$ cat src/rtl/core/assert_macros.svh
// Assertion macros shared by the filter RTL.
// Each macro expects signals named clk and rst in the using module.
`ifndef ASSERT_MACROS_SVH
`define ASSERT_MACROS_SVH

// Condition that must hold at every clock edge outside reset
`define ASSERT_ALWAYS(lbl, cond, msg) \
  lbl: assert property (@(posedge clk) disable iff (rst) (cond)) else $error(msg);

// Same-cycle implication
`define ASSERT_IMPLIES(lbl, ante, cons, msg) \
  lbl: assert property (@(posedge clk) disable iff (rst) (ante) |-> (cons)) else $error(msg);

// Next-cycle implication
`define ASSERT_NEXT(lbl, ante, cons, msg) \
  lbl: assert property (@(posedge clk) disable iff (rst) (ante) |=> (cons)) else $error(msg);

`endif

$ cat src/rtl/core/fir_sat_ram.sv
// Generic single-write, single-read RAM with registered read data.
// No dependencies.
module fir_sat_ram #(
  parameter int WIDTH = 16,
  parameter int DEPTH = 129
) (
  input  logic                     clk,
  input  logic                     we,
  input  logic [$clog2(DEPTH)-1:0] waddr,
  input  logic [WIDTH-1:0]         wdata,
  input  logic [$clog2(DEPTH)-1:0] raddr,
  output logic [WIDTH-1:0]         rdata
);

  logic [WIDTH-1:0] mem [DEPTH];

  // Write port and registered read port
  always_ff @(posedge clk) begin
    if (we) begin
      mem[waddr] <= wdata;
    end
    rdata <= mem[raddr];
  end

endmodule

$ cat config.mk
export PLATFORM = sky130hd
export DESIGN_NAME = fir_sat_ram
export DESIGN_NICKNAME = d
export VERILOG_FILES = /design/src/rtl/core/assert_macros.svh /design/src/rtl/core/fir_sat_ram.sv
export SDC_FILE = /design/constraint.sdc
export NUM_CORES = 2
export LEC_CHECK = 0
export BUFFER_PORTS_ARGS = -buffer_cell sky130_fd_sc_hd__buf_4
export CORE_MARGIN = 10
export CORE_UTILIZATION = 33
export CTS_CLUSTER_SIZE = 25
export DETAILED_ROUTE_END_ITERATION = 6
export MAX_ROUTING_LAYER = met4
export PLACE_DENSITY = 0.58
export SYNTH_ARGS = -nofsm -noshare
export SYNTH_HDL_FRONTEND = slang
export SYNTH_SLANG_ARGS = --single-unit
$ cat constraint.sdc
create_clock -name clk -period 3.1 [get_ports clk]
set_input_delay 0.155 -clock clk [delete_from_list [all_inputs] [get_ports clk]]
set_output_delay 0.155 -clock clk [all_outputs]
set_load 0.02 [all_outputs]
==> summary.txt <==
DR WL/cell - 27.7 um
Fmax - 0.417 GHz
CP Launch Type - input pin
Seq cells post-synth - 2080
Crit-path slowest cell - o21ai_0
Finished Layout Cells - 7726
DRT Pass-1 Iters - 6
Sequential area share after synthesis - 0.775
Final Slew Violations - 0
DRT antenna net count - 0
Cells after Synth - 3942
Max-Cap Viols - 0
Worst skew pair latency - 0.85 ns
Yosys cell types - 41
Net Count, Synth - 3976
Peak VDD IR - 0.502 mV
Total CTS buffers - 202
Synth top area cells - edfxtp_1 77%, mux4_2 9.1%, mux2i_1 5.1%
Final Net Count - 4383
Async set-reset flop share out of synthesis - 0
Status - finished, violations left
Lkg Pwr - 30.2 nW
Number of flops mapped to enable cells by yosys - 2064
Final hold slack - -0.0232 ns
Worst endpoint required time - 3.78 ns
Synthesis-to-finish area growth - 16.6%
Setup Viol. Count Final - 0
Slew HR - 0.255
Antenna violations before repair - 13
Synth cell count leaders - 2064 x edfxtp_1, 411 x mux2i_1, 324 x mux4_2
Crit end category - register
Number of clock sinks - 2080
Clock skew - 0.0305 ns
Ys flop type - edfxtp_1
Drt total wl - 214 mm
Critical Path, Cell by Cell - buf_8, buf_12, buf_12, mux4_2, mux2i_1, a21oi_1, o21ai_0, o211ai_1
Most numerous cell in the Yosys netlist - edfxtp_1
Setup WS pre-CTS - -0.105 ns
Die W - 513 um
WP buf/inv - 3
Vias in the first global route - 40200
Most common cell on crit path - buf_12
Setup TNS after final layout - 0 ns
HP Class - in -> reg
Htree depth - 4
Post-CTS Resized - 0
Hpwl dp - 130 mm
Die height - 513 um
GRT Util Overall - 0.162
Yosys warns - 0
Slowest stage delay, CP - 0.81 ns
Reg clk slew, reported paths - 0.06 ns
Initial Utilization - 0.331
Avg Vias per Cell - 5.27
Die ar. - 264000 um^2
Power density relative to cell area - 624 nW/um^2
Crit-path leading delay family - compound AO/OA/AOI/OAI gates
Crit path max fanout - 39
Core Box Area - 243000 um^2
CTS tree - built
Fraction of layout cells with a size suffix above 1 - 0.249
Total gr overflow - 0
Synth Cell Area - 80400 um^2
Global-route wire length before repair - 304 mm
Row cnt - 181
Crit path time final - 2.40 ns
Final worst-path cycle share - 0.773
Bufs on Longest Clock Path - 3
Final Worst Setup Slack - 0.704 ns
Avg Synthesized Cell Area - 20.4 um^2
Num ports - 50
Drt drc - 0
PortBufs - 49
RSZ-0062 raised after global routing - false
Root Buffer Master - clkbuf_16
Top cell type's share of synthesized area - 0.771
CP Class - in -> reg
DR vias - 40700
Placed cells - 7328
Actual slew at the worst max-slew pin - 1.12 ns
Largest net degree at the start of global routing - 97
CP Data Arrival Time - 3.08 ns
Final Hold Fails - 19
Failing checks - hold timing
Initial DRC count - 4622
Area leader, netlist - edfxtp_1
Placer Congestion - 0.872
[sequential cells by signal, indices dropped and copies added, names as in the netlist]
signal and cells:
mem 2064, rdata 16
[power by group]
group | internal [W] | leakage [nW] | switching (W)
logic | 0.00113 | 8.27 | 0.00201
clock network | 0.0138 | 3.20 | 0.0105
registers | 0.0310 | 18.7 | 0.0000634
[worst reg2reg max path, cell delays in order (launching register included)]
cell      delay [ns]
edfxtp_1        0.37
mux4_2          0.46
mux2i_1         0.38
a211oi_1        0.15
buf_4           0.21
o211ai_1        0.39
buf_4           0.19
o211ai_1        0.07
[final timing paths]
kind,start,end,slack (ns),cells after the start
worst max register to register,mem[18][11],rdata[11],0.76,7
worst min register to register,mem[128][7],rdata[7],0.47,2
worst max-delay path,raddr[0],rdata[15],0.70,8
worst min-delay path,wdata[2],mem[79][2],-0.02,1
[cell families (layout without fill, tap and decap cells)]
logic type             count (synthesis)  in the layout  synth area share
DFF                                 2080           2080             0.775
muxes                                798            798             0.151
buffers and inverters                237            816            0.0159
other                                  0              3                 0
AOI/OAI and AO/OA                    393            393            0.0335
and+or+nand+nor                      434            434            0.0244
[layer usage]
| layer | vias to the layer above | routed length (um) | GRT usage |
|---|---|---|---|
| met2 | 1493 | 101000 | 0.252 |
| met5 | - | 0 | - |
| li1 | 17100 | - | - |
| met3 | 348 | 12800 | 0.0211 |
| met1 | 21700 | 91100 | 0.219 |
| met4 | 0 | 8990 | 0.0607 |
[layout by cell type, fill, tap and decap left out, drive strengths merged, types with 3 or more instances in the layout]
cell / netlist / final
nand2: 53 / 53
a22oi: 42 / 42
nand3: 23 / 23
or3: 8 / 8
nand4: 7 / 7
edfxtp: 2064 / 2064
nor3: 66 / 66
mux4: 324 / 324
nor2b: 44 / 44
nor2: 204 / 204
o21ai: 15 / 15
a221o: 15 / 15
mux2: 63 / 63
o22ai: 111 / 111
nor4: 16 / 16
o41ai: 16 / 16
a21oi: 67 / 67
dfxtp: 16 / 16
inv: 3 / 12
diode: 0 / 3
buf: 122 / 418
mux2i: 411 / 411
o221ai: 23 / 23
nand2b: 6 / 6
a22o: 6 / 6
or2: 4 / 4
a31oi: 13 / 13
clkbuf: 112 / 256
clkinv: 0 / 92
a211oi: 49 / 49
o211ai: 29 / 29
bufinv: 0 / 17
dlygate4sd3: 0 / 19
[through the flow]
stage          hold WS [ns]   util  cell area [um^2]  power (W)
6_report            -0.0232  0.386             93700     0.0585
5_1_grt             0.00289  0.386             93600     0.0601
4_1_cts             0.00520  0.386             93600     0.0589
3_5_place_dp          0.450  0.358             86900     0.0348
3_3_place_gp          0.451  0.358             86900     0.0347
2_1_floorplan         0.254      -             80400     0.0331
[final cells by class]
cell class                 instances  area, um^2
tap                             3202        4010
clock buffer                     256        5420
sequential                      2080       62300
timing repair buffer             437        3930
clock inverter                   120        1100
inverter                           3        11.3
fill                           21800      149000
antenna                            3        7.51
multi-input combinational       1625       16900
[what timing repair did]
item	4_1_cts	5_1_grt
hold buffers	19	0
endpoints found under the hold margin	687	0
setup buffers	0	0
(Power assumes the default switching activity.)
