### src/rtl/core/assert_macros.svh
// Assertion macros shared by the filter RTL.
// Each macro expects signals named clk and rst in the using module.
`ifndef ASSERT_MACROS_SVH
`define ASSERT_MACROS_SVH

// Condition that must hold at every clock edge outside reset
`define ASSERT_ALWAYS(lbl, cond, msg) \
  lbl: assert property (@(posedge clk) disable iff (rst) (cond)) else $error(msg);

// Same-cycle implication
`define ASSERT_IMPLIES(lbl, ante, cons, msg) \
  lbl: assert property (@(posedge clk) disable iff (rst) (ante) |-> (cons)) else $error(msg);

// Next-cycle implication
`define ASSERT_NEXT(lbl, ante, cons, msg) \
  lbl: assert property (@(posedge clk) disable iff (rst) (ante) |=> (cons)) else $error(msg);

`endif

### src/rtl/core/fir_sat_pkg.sv
// Shared types and constants for the saturating FIR filter.
// No dependencies; used by fir_sat_mac and fir_filter_saturating_unit.
package fir_sat_pkg;

  localparam int SAMPLE_W = 16;
  localparam int COEF_W   = 18;
  localparam int INDEX_W  = 8;
  localparam int OP_W     = 2;
  localparam int PROD_W   = SAMPLE_W + COEF_W;
  localparam int FRAC_W   = 14;

  // Operation carried in the input tuser
  typedef enum logic [OP_W-1:0] {
    OP_FILTER = 2'd0,
    OP_WRITE  = 2'd1,
    OP_CLEAR  = 2'd2
  } op_t;

  // Sequencer to multiply-accumulate unit
  typedef struct packed {
    logic clear;  // zero the accumulator
    logic issue;  // a tap read was issued this cycle
    logic live;   // that tap holds a real sample
  } mac_ctrl_t;

endpackage

### src/rtl/core/fir_sat_mac.sv
// Shared multiply-accumulate unit with final round and saturate.
// Depends on fir_sat_pkg for widths and the control struct.
module fir_sat_mac #(
  parameter int TAPS = 129
) (
  input  logic                                clk,
  input  logic                                rst,
  input  fir_sat_pkg::mac_ctrl_t              ctrl,
  input  logic [fir_sat_pkg::SAMPLE_W-1:0]    hist_data,
  input  logic [fir_sat_pkg::COEF_W-1:0]      coef_data,
  output logic                                busy,
  output logic [fir_sat_pkg::SAMPLE_W-1:0]    sample_out,
  output logic                                saturated
);

  localparam int ACC_W = fir_sat_pkg::PROD_W + 1 + $clog2(TAPS);
  localparam logic signed [ACC_W-1:0] ROUND_ADD = ACC_W'(1 << (fir_sat_pkg::FRAC_W - 1));
  localparam logic signed [ACC_W-1:0] SAT_MAX   = ACC_W'(32767);
  localparam logic signed [ACC_W-1:0] SAT_MIN   = ACC_W'(-32768);

  logic                                   issue_d;
  logic                                   live_d;
  logic                                   prod_valid;
  logic signed [fir_sat_pkg::PROD_W-1:0]  prod;
  logic signed [ACC_W-1:0]                acc;
  logic signed [ACC_W-1:0]                rounded;
  logic signed [ACC_W-1:0]                shifted;

  // Align flags with RAM read data, multiply, then accumulate
  always_ff @(posedge clk) begin
    if (rst) begin
      issue_d    <= 1'b0;
      prod_valid <= 1'b0;
    end else begin
      issue_d    <= ctrl.issue;
      prod_valid <= issue_d;
    end
    live_d <= ctrl.live;
    if (live_d) begin
      prod <= $signed(hist_data) * $signed(coef_data);
    end else begin
      prod <= '0;
    end
    if (ctrl.clear) begin
      acc <= '0;
    end else if (prod_valid) begin
      acc <= acc + ACC_W'(prod);
    end
  end

  assign busy = issue_d | prod_valid;

  // Round to nearest (ties up), then clamp to 16 bits
  assign rounded = acc + ROUND_ADD;
  assign shifted = rounded >>> fir_sat_pkg::FRAC_W;

  always_comb begin
    if (shifted > SAT_MAX) begin
      sample_out = SAT_MAX[fir_sat_pkg::SAMPLE_W-1:0];
      saturated  = 1'b1;
    end else if (shifted < SAT_MIN) begin
      sample_out = SAT_MIN[fir_sat_pkg::SAMPLE_W-1:0];
      saturated  = 1'b1;
    end else begin
      sample_out = shifted[fir_sat_pkg::SAMPLE_W-1:0];
      saturated  = 1'b0;
    end
  end

endmodule

### config.mk
export PLATFORM = sky130hd
export DESIGN_NAME = fir_sat_mac
export DESIGN_NICKNAME = d
export VERILOG_FILES = /design/src/rtl/core/assert_macros.svh /design/src/rtl/core/fir_sat_pkg.sv /design/src/rtl/core/fir_sat_mac.sv
export SDC_FILE = /design/constraint.sdc
export NUM_CORES = 1
export LEC_CHECK = 0
export BUFFER_PORTS_ARGS = -buffer_cell sky130_fd_sc_hd__buf_2
export CORE_ASPECT_RATIO = 1.4
export CORE_MARGIN = 4
export CORE_UTILIZATION = 45
export CTS_CLUSTER_DIAMETER = 50
export DETAILED_ROUTE_END_ITERATION = 6
export GPL_TIMING_DRIVEN = 0
export PLACE_DENSITY_LB_ADDON = 0.12
export SLEW_MARGIN = 40
export SYNTH_ARGS = -nofsm -noshare
export SYNTH_HDL_FRONTEND = slang
export SYNTH_SLANG_ARGS = --single-unit
### constraint.sdc
create_clock -name clk -period 8.1 [get_ports clk]
set_clock_uncertainty 0.2 [all_clocks]
set_input_delay 1.62 -clock clk [delete_from_list [all_inputs] [get_ports clk]]
set_output_delay 1.62 -clock clk [all_outputs]
set_load 0.02 [all_outputs]
==> qor.yml <==
run_status:
  status: "finished clean"
global_route:
  gr-usage-met2_pct: 37.9
  use_met3_pct: 1.49
  grt_start_max_net_pins: 19
  gr-usage-met1_pct: 27.8
  grt_pass1_vias: 13400
  grtUsageTotal_pct: 21.3
  antenna_found_initial: 0
  grt_overflow: 0
  busiest_layer: "met2"
  grt_pass1_wl_um: 69300
clock_network:
  cts_tree: "yes"
  clock_latency_ps: 360
  cts_root_buffer: "clkbuf_16"
  postCtsHoldBufs: 0
  cts.sinks: 80
  clk_pin_slew_ps: 70
  numCtsBuffers: 9
  clockBufferDepth: 2
  cts_max_level: 3
detailed_routing:
  vias: 12700
  postRouteAntennaNets: 0
  wl_per_cell_um: 16.5
  dr.pass1.iters: 7
  drt-initial-drc-count: 540
  routed_via_density: 5.12
  drc: 0
  wirelength_um: 41000
floorplan:
  row_count: 83
  io_pins: 57
  fp.dieW_um: 171
  initial_core_util_pct: 45.6
  dieArea_um2: 40500
  die_h_um: 236
  design.core.area_um2: 36800
synthesis:
  synth_edf_count: 0
  synth.top_cell.area_share_pct: 34.7
  synth_common_cells: "inv_1, fa_1, nand2_1"
  synth_cell_types: 70
  ys_top_cells_by_area: "fa_1, ha_1, dfxtp_1, inv_1, and2_1"
  syn-instance-count: 1964
  synthArstFlopShare_pct: 0
  yosysSeqAreaShare_pct: 9.55
  synth-seq-cells: 80
  synthFlopType: "dfxtp_1"
  syn_area_um2: 16800
  yosysMostFrequentCell: "inv_1"
  ys_warn_count: 0
  syn_area_per_cell_um2: 8.54
  yosys.area.top_type: "fa_1"
  syn-num-nets: 2423
sta:
  worst_slew_pin_slew_ps: 817
  hold-worst-slack_ps: 257
  min_period_over_period_pct: 97.9
  hold_viol: 0
  period_minus_slack_ps: 7930
  maxSlewViolCount: 0
  setup_viol: 0
  grt_setup_unrepaired: "no"
  slew_headroom_pct: 45.5
  max_freq_ghz: 0.126
final_layout:
  fillers: 3723
  diodes: 0
  final-seq-area_um2: 1600
  nets: 2473
  multi_input_area_um2: 13400
  area_growth_pct: 6.87
  layout-drive-gt1-share_pct: 6.04
critical_path:
  arrival_ps: 7970
  cp.required_ps: 8140
  cp_max_fo: 10
  path_class: "primary input to flip-flop"
  end_kind: "flip-flop"
  startpoint_type: "primary input"
placed_design:
  port_buffers: 49
  gp_congestion: 0.901
  post-dp-hpwl_um: 36400
worst_hold_path:
  hold_path_class: "flip-flop to flip-flop"
run:
  maxCapViolCount: 0
-- metrics by stage --
stage | setup WS [ps] | TNS, ps | util, % | cell area [µm²] | instances
2_1_floorplan | 324 | 0 | - | 16800 | 1964
3_3_place_gp | -616 | -4280 | 47.9 | 17600 | 2480
3_5_place_dp | -612 | -4180 | 47.9 | 17600 | 2480
4_1_cts | 52.2 | 0 | 48.7 | 17900 | 2490
5_1_grt | 0.00977 | 0 | 48.7 | 17900 | 2486
6_report | 174 | 0 | 48.7 | 17900 | 2486
-- logic make-up after synthesis --
kind of cell,after synthesis,synth area share (%)
AND/OR/NAND/NOR,607,18.5
buffers and inverters,466,10.5
adder cells (fa/ha/maj),420,44.4
AO/OA/AOI/OAI,279,10.9
XOR/XNOR,84,4.39
flip-flops,80,9.55
multiplexers,28,1.69
-- layout by cell type (no fill, tap or decap), drive strengths merged, types with 12 or more instances in the layout --
| cell type | netlist | final |
|---|---|---|
| a21o | 44 | 44 |
| nand2b | 25 | 25 |
| a21oi | 79 | 79 |
| nand2 | 195 | 195 |
| nor2b | 14 | 14 |
| a211oi | 16 | 16 |
| dfxtp | 80 | 80 |
| mux2i | 26 | 26 |
| buf | 4 | 58 |
| and3 | 20 | 20 |
| inv | 395 | 398 |
| o21ai | 65 | 65 |
| fa | 291 | 291 |
| clkbuf | 67 | 61 |
| and2 | 167 | 167 |
| nor2 | 91 | 91 |
| nor3 | 12 | 12 |
| xor2 | 33 | 33 |
| ha | 129 | 129 |
| xnor2 | 51 | 51 |
| nand3 | 32 | 32 |
| nand4 | 16 | 16 |
-- final cells by class --
type	instances	share of cell area [%]
multi-input cells	1418	74.8
well taps	467	3.26
inverters	395	8.27
clock buffers	9	1.26
clock inverters	7	0.482
flip-flops and latches	80	8.94
plain buffers	58	1.49
repair buffers	52	1.49
-- worst paths after layout --
path	startpoint	endpoint	slack [ps]	cells after the start
max	coef_data[11]	prod[28]	170	21
min	issue_d	prod_valid	260	1
max reg2reg	acc[0]	acc[42]	4050	12
min reg2reg	issue_d	prod_valid	260	1
-- what timing repair did --
| item | CTS | global route |
|---|---|---|
| buffers inserted | 0 | 3 |
| endpoints found under the setup margin | 5 | 7 |
| resized for setup | 13 | 28 |
| pin swaps | 0 | 2 |
-- worst max-delay path, stage by stage --
cell and delay (ps):
buf_2 200, clkbuf_1 490, nand2_1 160, fa_1 610, fa_1 440, fa_1 550, inv_1 60, fa_1 460
fa_1 540, inv_1 50, fa_1 520, inv_1 40, ha_1 380, nand3_1 150, nor2_1 70, a21oi_1 240
a41oi_1 260, a221o_1 450, a21bo_2 230, or2_2 260, and3_1 170
-- state kept, by name (all words and copies together) (netlist names) --
signal and count:
prod_valid 1, live_d 1, prod 34, issue_d 1
acc 43
-- layer usage --
| metal | vias up | wire length, µm |
|---|---|---|
| met5 | - | 0 |
| met4 | 0 | 1090 |
| met1 | 6213 | 18300 |
| li1 | 6251 | - |
| met3 | 57 | 957 |
| met2 | 201 | 20600 |
Power is not shown: default switching activity piles up to over one toggle a cycle in this logic, so the estimate is an artifact.
